===== config.mk =====
export PLATFORM = sky130hd
export DESIGN_NAME = seven_segment_scan_with_flashing_unit
export DESIGN_NICKNAME = d
export VERILOG_FILES = /design/src/sv/ssf_pkg.sv /design/src/sv/ssf_store.sv /design/src/sv/seven_segment_scan_with_flashing_unit.sv
export SDC_FILE = /design/constraint.sdc
export NUM_CORES = 1
export LEC_CHECK = 0
export BUFFER_PORTS_ARGS = -buffer_cell sky130_fd_sc_hd__buf_2
export CAP_MARGIN = 20
export CORE_AREA = 2 2 173 175
export DETAILED_ROUTE_END_ITERATION = 7
export DIE_AREA = 0 0 175 177
export HOLD_SLACK_MARGIN = 0.03
export PLACE_DENSITY_LB_ADDON = 0.3
export SLEW_MARGIN = 25
export SYNTH_ARGS = -nofsm -noshare
export SYNTH_HDL_FRONTEND = slang
export SYNTH_SLANG_ARGS = --single-unit

===== constraint.sdc =====
create_clock -name clk_i -period 6.8 [get_ports clk_i]
set_clock_uncertainty 0.05 [all_clocks]
set_input_delay 1.36 -clock clk_i [delete_from_list [all_inputs] [get_ports clk_i]]
set_output_delay 1.36 -clock clk_i [all_outputs]
set_load 0.02 [all_outputs]

===== src/sv/ssf_pkg.sv =====
// Shared types, constants and the BCD segment decode for the seven-segment scanner.
package ssf_pkg;

  localparam int MaxDigitsDef = 8;
  localparam int FlashShift = 1;
  localparam logic [7:0] DotMask = 8'h80;
  localparam logic [3:0] DigitCountRst = 4'd8;

  localparam logic [1:0] RegDigitCount = 2'd0;
  localparam logic [1:0] RegFlashFirst = 2'd1;
  localparam logic [1:0] RegFlashLast = 2'd2;
  localparam logic [1:0] RegFlashPeriod = 2'd3;

  typedef enum logic [1:0] {
    ModeClear  = 2'd0,
    ModeAppend = 2'd1,
    ModeTick   = 2'd2,
    ModeToggle = 2'd3
  } mode_e;

  typedef struct packed {
    logic clear;
    logic append;
    logic toggle;
  } store_cmd_t;

  function automatic logic [7:0] bcd_to_seg(input logic [3:0] v);
    logic [7:0] seg;
    case (v)
      4'd0: seg = 8'h3F;
      4'd1: seg = 8'h06;
      4'd2: seg = 8'h5B;
      4'd3: seg = 8'h4F;
      4'd4: seg = 8'h66;
      4'd5: seg = 8'h6D;
      4'd6: seg = 8'h7D;
      4'd7: seg = 8'h07;
      4'd8: seg = 8'h7F;
      4'd9: seg = 8'h6F;
      default: seg = 8'h00;
    endcase
    return seg;
  endfunction

endpackage


===== src/sv/ssf_store.sv =====
// Per-digit segment pattern store with clear, append and dot toggle.
module ssf_store #(
  parameter int MAX_DIGITS = ssf_pkg::MaxDigitsDef,
  parameter int AdW = (MAX_DIGITS > 1) ? $clog2(MAX_DIGITS) : 1
) (
  input  logic                   clk_i,
  input  logic                   rst_ni,
  input  ssf_pkg::store_cmd_t    cmd_i,
  input  logic [AdW-1:0]         wr_addr_i,
  input  logic [7:0]             wr_data_i,
  input  logic [2:0]             tog_first_i,
  input  logic [AdW-1:0]         tog_last_i,
  input  logic [AdW-1:0]         rd_addr_i,
  output logic [7:0]             rd_data_o
);

  logic [7:0] store_q [MAX_DIGITS];
  logic [7:0] store_d [MAX_DIGITS];

  always_comb begin
    for (int i = 0; i < MAX_DIGITS; i++) begin
      store_d[i] = store_q[i];
      if (cmd_i.clear) begin
        store_d[i] = 8'h00;
      end else if (cmd_i.append && (int'(wr_addr_i) == i)) begin
        store_d[i] = wr_data_i;
      end else if (cmd_i.toggle && (i >= int'(tog_first_i)) && (i <= int'(tog_last_i))) begin
        store_d[i] = store_q[i] ^ ssf_pkg::DotMask;
      end
    end
  end

  always_ff @(posedge clk_i or negedge rst_ni) begin
    if (!rst_ni) begin
      for (int i = 0; i < MAX_DIGITS; i++) store_q[i] <= 8'h00;
    end else begin
      for (int i = 0; i < MAX_DIGITS; i++) store_q[i] <= store_d[i];
    end
  end

  assign rd_data_o = store_q[rd_addr_i];

endmodule


===== src/sv/seven_segment_scan_with_flashing_unit.sv =====
// Seven-segment scanner top level: config port, scan pointer, flash counter, output register.
// Takes one word per clock (clear, append, tick or dot toggle in tuser); each tick word yields
// one output word in the next cycle, carrying the segment pattern and digit index, held in a
// single output register so the next word can be taken as the last result drains, and input
// stalls only when that register is full and not being drained. Configuration writes clear
// the flash counter and restart the scan so the next tick drives digit 0.
module seven_segment_scan_with_flashing_unit #(
  parameter int MAX_DIGITS = ssf_pkg::MaxDigitsDef
) (
  input  logic        clk_i,
  input  logic        rst_ni,
  input  logic        s_axis_tvalid,
  output logic        s_axis_tready,
  input  logic [15:0] s_axis_tdata,  // bcd_value[3:0], dot_first[6:4], dot_last[9:7], zero pad
  input  logic [1:0]  s_axis_tuser,  // mode[1:0]
  output logic        m_axis_tvalid,
  input  logic        m_axis_tready,
  output logic [15:0] m_axis_tdata,  // segments[7:0], digit_select[10:8], zero pad
  input  logic        psel,
  input  logic        penable,
  input  logic        pwrite,
  input  logic [3:0]  paddr,
  input  logic [31:0] pwdata,
  output logic [31:0] prdata,
  output logic        pready
);

  localparam int AdW = (MAX_DIGITS > 1) ? $clog2(MAX_DIGITS) : 1;
  localparam int PosW = $clog2(MAX_DIGITS + 1);

  function automatic logic [AdW-1:0] eff_last(input logic [3:0] dc);
    int c;
    c = int'(dc);
    if (c == 0) c = 1;
    if (c > MAX_DIGITS) c = MAX_DIGITS;
    return AdW'(c - 1);
  endfunction

  logic [3:0]  digit_count_q;
  logic [2:0]  flash_first_q, flash_last_q;
  logic [15:0] flash_period_q;
  logic [AdW-1:0]  active_q, active_d;
  logic [15:0]     fc_q, fc_d;
  logic [PosW-1:0] wpos_q, wpos_d;
  logic            m_valid_q;
  logic [7:0]      seg_q, seg_d;
  logic [2:0]      sel_q;

  logic            s_acc, cfg_we;
  logic [1:0]      cfg_idx;
  logic [3:0]      dc_next;
  ssf_pkg::mode_e  mode;
  logic [3:0]      bcd;
  logic [2:0]      dot_first, dot_last;
  logic [AdW-1:0]  last_eff, tog_last;
  logic            can_append, is_tick;
  logic [15:0]     fc_inc;
  logic [7:0]      rd_seg;
  ssf_pkg::store_cmd_t cmd;

  assign pready = 1'b1;
  assign cfg_we = psel & penable & pwrite;
  assign cfg_idx = paddr[3:2];

  always_comb begin
    case (cfg_idx)
      ssf_pkg::RegDigitCount:  prdata = {28'd0, digit_count_q};
      ssf_pkg::RegFlashFirst:  prdata = {29'd0, flash_first_q};
      ssf_pkg::RegFlashLast:   prdata = {29'd0, flash_last_q};
      ssf_pkg::RegFlashPeriod: prdata = {16'd0, flash_period_q};
      default:                 prdata = 32'd0;
    endcase
  end

  assign dc_next = (cfg_idx == ssf_pkg::RegDigitCount) ? pwdata[3:0] : digit_count_q;

  always_ff @(posedge clk_i or negedge rst_ni) begin
    if (!rst_ni) begin
      digit_count_q  <= ssf_pkg::DigitCountRst;
      flash_first_q  <= 3'd0;
      flash_last_q   <= 3'd0;
      flash_period_q <= 16'd0;
    end else if (cfg_we) begin
      case (cfg_idx)
        ssf_pkg::RegDigitCount:  digit_count_q  <= pwdata[3:0];
        ssf_pkg::RegFlashFirst:  flash_first_q  <= pwdata[2:0];
        ssf_pkg::RegFlashLast:   flash_last_q   <= pwdata[2:0];
        ssf_pkg::RegFlashPeriod: flash_period_q <= pwdata[15:0];
        default: ;
      endcase
    end
  end

  assign s_axis_tready = ~m_valid_q | m_axis_tready;
  assign s_acc = s_axis_tvalid & s_axis_tready;
  assign mode = ssf_pkg::mode_e'(s_axis_tuser);
  assign bcd = s_axis_tdata[3:0];
  assign dot_first = s_axis_tdata[6:4];
  assign dot_last = s_axis_tdata[9:7];

  assign last_eff = eff_last(digit_count_q);
  assign tog_last = (int'(dot_last) > int'(last_eff)) ? last_eff : AdW'(dot_last);
  assign can_append = int'(wpos_q) <= int'(last_eff);
  assign is_tick = s_acc && (mode == ssf_pkg::ModeTick);

  assign cmd.clear  = s_acc && (mode == ssf_pkg::ModeClear);
  assign cmd.append = s_acc && (mode == ssf_pkg::ModeAppend) && can_append;
  assign cmd.toggle = s_acc && (mode == ssf_pkg::ModeToggle);

  ssf_store #(
    .MAX_DIGITS(MAX_DIGITS),
    .AdW       (AdW)
  ) u_store (
    .clk_i      (clk_i),
    .rst_ni     (rst_ni),
    .cmd_i      (cmd),
    .wr_addr_i  (wpos_q[AdW-1:0]),
    .wr_data_i  (ssf_pkg::bcd_to_seg(bcd)),
    .tog_first_i(dot_first),
    .tog_last_i (tog_last),
    .rd_addr_i  (active_d),
    .rd_data_o  (rd_seg)
  );

  // advance scan, bump flash counter on wrap, blank flashing digits
  assign active_d = (active_q >= last_eff) ? '0 : active_q + AdW'(1);
  assign fc_inc = fc_q + 16'd1;

  always_comb begin
    fc_d = fc_q;
    if (active_d == '0) begin
      fc_d = (fc_inc >= flash_period_q) ? 16'd0 : fc_inc;
    end
    seg_d = rd_seg;
    if ((flash_period_q != 16'd0) && (fc_d >= (flash_period_q >> ssf_pkg::FlashShift)) &&
        (int'(active_d) >= int'(flash_first_q)) && (int'(active_d) <= int'(flash_last_q))) begin
      seg_d = 8'h00;
    end
  end

  assign wpos_d = cmd.clear ? '0 : (cmd.append ? wpos_q + PosW'(1) : wpos_q);

  always_ff @(posedge clk_i or negedge rst_ni) begin
    if (!rst_ni) begin
      active_q <= eff_last(ssf_pkg::DigitCountRst);
      fc_q     <= 16'd0;
      wpos_q   <= '0;
    end else if (cfg_we) begin
      active_q <= eff_last(dc_next);
      fc_q     <= 16'd0;
    end else begin
      wpos_q <= wpos_d;
      if (is_tick) begin
        active_q <= active_d;
        fc_q     <= fc_d;
      end
    end
  end

  always_ff @(posedge clk_i or negedge rst_ni) begin
    if (!rst_ni) begin
      m_valid_q <= 1'b0;
    end else if (is_tick) begin
      m_valid_q <= 1'b1;
    end else if (m_axis_tready) begin
      m_valid_q <= 1'b0;
    end
  end

  always_ff @(posedge clk_i) begin
    if (is_tick) begin
      seg_q <= seg_d;
      sel_q <= 3'(active_d);
    end
  end

  assign m_axis_tvalid = m_valid_q;
  assign m_axis_tdata = {5'd0, sel_q, seg_q};

`ifndef SYNTHESIS
  a_active_in_range: assert property (@(posedge clk_i) disable iff (!rst_ni)
    active_q <= eff_last(digit_count_q))
    else $error("scan pointer beyond digit count");

  a_wpos_bound: assert property (@(posedge clk_i) disable iff (!rst_ni)
    int'(wpos_q) <= MAX_DIGITS)
    else $error("write position beyond store");

  a_flash_bound: assert property (@(posedge clk_i) disable iff (!rst_ni)
    (fc_q == 16'd0) || (fc_q < flash_period_q))
    else $error("flash counter beyond period");

  a_out_from_tick: assert property (@(posedge clk_i) disable iff (!rst_ni)
    $rose(m_valid_q) |-> $past(is_tick))
    else $error("output word without tick");
`endif

endmodule


==> results.toml <==
[clock_tree]
numClockSinks = 125
cts_tree = "done"
cts_buffer_depth = 2
ctsResizeCount = 0
clk_latency_ps = 430
cts_buffers = 17
clk_pin_slew_ps = 70
cts_root_buf = "clkbuf_16"
htreeDepth = 4
hold_buffers = 0
cts_setup_buffers = 0

[floorplan]
start_util = 0.294
fp.dieH_um = 177
rows = 63
ios = 112
die_area_um2 = 31000
die_w_um = 175
core-area_um2 = 29200

[worst_setup_path]
slowest_stage = "dfrtp_1"
required_ps = 6940
critPathTopFamily = "compound AO/OA/AOI/OAI gates"
critPathKind = "reg2reg"
crit_buf_inv = 2
cp_cell_sequence = "ha_1 > and3_1 > and3_1 > nand3_1 > buf_4 > nor2_1 > xor2_1 > ha_1 > nand4_1 > inv_1 > a221o_1 > or2_4 > or2_2 > o31ai_1 > ha_1 > a2111oi_0 > a21oi_1 > o32ai_1 > a31oi_4 > a2111oi_0"
startpoint_type = "flop"
cp-end-kind = "flop"
critPathMaxFanout = 23
crit_path_frequent_cell = "ha_1"
crit_arrival_ps = 6280
max_stage_delay_ps = 470

[global_routing]
antenna_found_initial = 1
grt_start_max_net_pins = 73
grt_pass1_vias = 7317
grt_pass1_wl_um = 40200
track_usage = 0.165
overflow = 0

[place]
gp_congestion = 0.805
placed_area_um2 = 9140
port_buffers = 65
dpl_worst_slack_ps = 611
hpwl_um = 16700
dpl.cell_count = 1406

[detailed_routing]
drt_iter0_drc = 631
wl_per_cell_um = 17.3
drc_errors = 0
finalWirelength_um = 24800
firstDrtPassIters = 5
vias_per_cell = 5.26
ant_nets = 0
dr_total_vias = 7570

[synthesis]
ys_seq_elements = 125
syn_inst = 1005
netlist-cell-type-count = 69
synth_edf_count = 11
ys_async_sr_fraction = 0.912
synth-seq-area-share = 0.371
avgSynthCellArea_um2 = 8.55
yosysWarnings = 0
mappedNetlistArea_um2 = 8590
synth_flop_cell = "dfrtp_1"

[layout]
fin_nets = 1150
insertedDiodeCount = 0
final_core_util = 0.334
fillCellCount = 3083
fin_cells = 1438
drive_gt1_frac = 0.140
syn2layout_area_growth_pct = 13.7
design_area_um2 = 9770

[min_path]
hp-class = "reg2reg"

[timing]
setup-violations-final = 0
slew_headroom = 0.286
rsz0062_at_grt = "false"
max_freq_mhz = 163
finalCriticalPeriod_ps = 6150
final-hold-violation-count = 0
setup_slack_ps = 655
period_share = 0.904
final.setup.tns_ps = 0
tightest_slew_ps = 1070
slew_violations = 0

[job]
cap_viol_max_count = 0

[pwr]
p_leak_nw = 4.22
peakVddDrop_mv = 0.209
p_per_area_nw_per_um2 = 352

[run_status]
status = "finished, final reports clean"
-- routing by layer --
layer / wire (um) / track usage / part of all wire
met5: 0 / 0 / 0
met4: 476 / 0.0594 / 0.019
met3: 1200 / 0.0324 / 0.048
met2: 11800 / 0.272 / 0.48
met1: 11300 / 0.216 / 0.46
-- cells in the final DEF (no fill, tap or decap), types with 9 or more instances in the layout --
cell type	count
o21ai_0	154
dfrtp_1	110
nand2_1	86
nand3_1	66
buf_2	64
nor2_1	59
ha_1	54
inv_1	48
a21oi_1	43
and3_1	33
conb_1	22
clkbuf_16	17
mux2i_1	16
o2111ai_1	16
xnor2_1	12
xor2_1	12
nor3_1	12
nand2b_1	11
buf_4	11
edfxtp_1	11
and2_1	10
o211ai_1	10
nor2b_1	9
o31ai_1	9
-- kinds of logic (layout without fill, tap and decap cells) --
group / Yosys count / after routing / synth area share
compound gates: 308 / 308 / 0.219
xor+xnor: 26 / 26 / 0.0274
fa+ha+maj: 60 / 60 / 0.0861
buf+inv: 134 / 157 / 0.0719
flops: 125 / 125 / 0.371
mux: 27 / 27 / 0.0370
other cells: 2 / 22 / 0.000874
simple gates: 323 / 323 / 0.186
-- worst reg2reg max path: stages (launching register included) --
cell       delay, ps
dfrtp_1          470
ha_1             310
and3_1           200
and3_1           280
nand3_1          180
buf_4            210
nor2_1           220
xor2_1           180
ha_1             250
nand4_1          150
inv_1             50
a221o_1          320
or2_4            340
or2_2            440
o31ai_1          250
ha_1             280
a2111oi_0        400
a21oi_1          140
o32ai_1          460
a31oi_4          300
a2111oi_0        420
-- per-stage QoR --
step	total power, W	hold WS, ps
3_5_place_dp	0.00246	441
5_1_grt	0.00369	471
2_1_floorplan	0.00202	413
6_report	0.00344	448
4_1_cts	0.00345	454
3_3_place_gp	0.00243	425
-- state kept, by name (all words and copies together), names as in the netlist --
register         flops
u_store.store_q     64
fc_q                16
flash_period_q      16
seg_q                8
digit_count_q        4
wpos_q               4
active_q             3
flash_first_q        3
flash_last_q         3
sel_q                3
m_axis_tvalid        1
-- path summary, 6_finish.rpt --
check,start,to,slack [ps],depth (start not counted)
max,fc_q[0],seg_q[4],650,20
min,digit_count_q[3],digit_count_q[3],450,2
max reg2reg,fc_q[0],seg_q[4],650,20
min reg2reg,digit_count_q[3],digit_count_q[3],450,2
max in group asynchronous,rst_ni,u_store.store_q[37],4750,2
min in group asynchronous,rst_ni,m_axis_tvalid,890,1
-- power breakdown --
part | total, W | internal (W) | switching, W | leakage [nW]
registers | 0.00101 | 0.000893 | 0.000119 | 1.62
clock network | 0.000975 | 0.000562 | 0.000413 | 0.302
logic | 0.00145 | 0.000488 | 0.000963 | 2.30
-- Yosys cell counts (all sizes together), types with 10 or more instances --
| cell type | count | area, um^2 |
|---|---|---|
| a21oi | 43 | 215 |
| and2 | 10 | 62.6 |
| and3 | 33 | 206 |
| buf | 42 | 273 |
| clkbuf | 43 | 161 |
| dfrtp | 110 | 2750 |
| edfxtp | 11 | 330 |
| ha | 54 | 676 |
| inv | 49 | 184 |
| mux2i | 16 | 160 |
| nand2 | 86 | 323 |
| nand2b | 11 | 68.8 |
| nand3 | 67 | 340 |
| nor2 | 62 | 245 |
| nor3 | 13 | 65.1 |
| o2111ai | 16 | 140 |
| o211ai | 10 | 75.1 |
| o21ai | 163 | 820 |
| xnor2 | 13 | 121 |
| xor2 | 13 | 114 |
-- layout make-up --
cell class,instances,area (um^2),area share
multi-input combinational,766,4880,0.499
sequential,125,3190,0.326
tap,390,488,0.0499
clock buffer,17,425,0.0435
timing repair buffer,76,414,0.0424
clock inverter,15,193,0.0197
inverter,49,184,0.0188
Note: power is estimated with default switching activity, not from simulation.
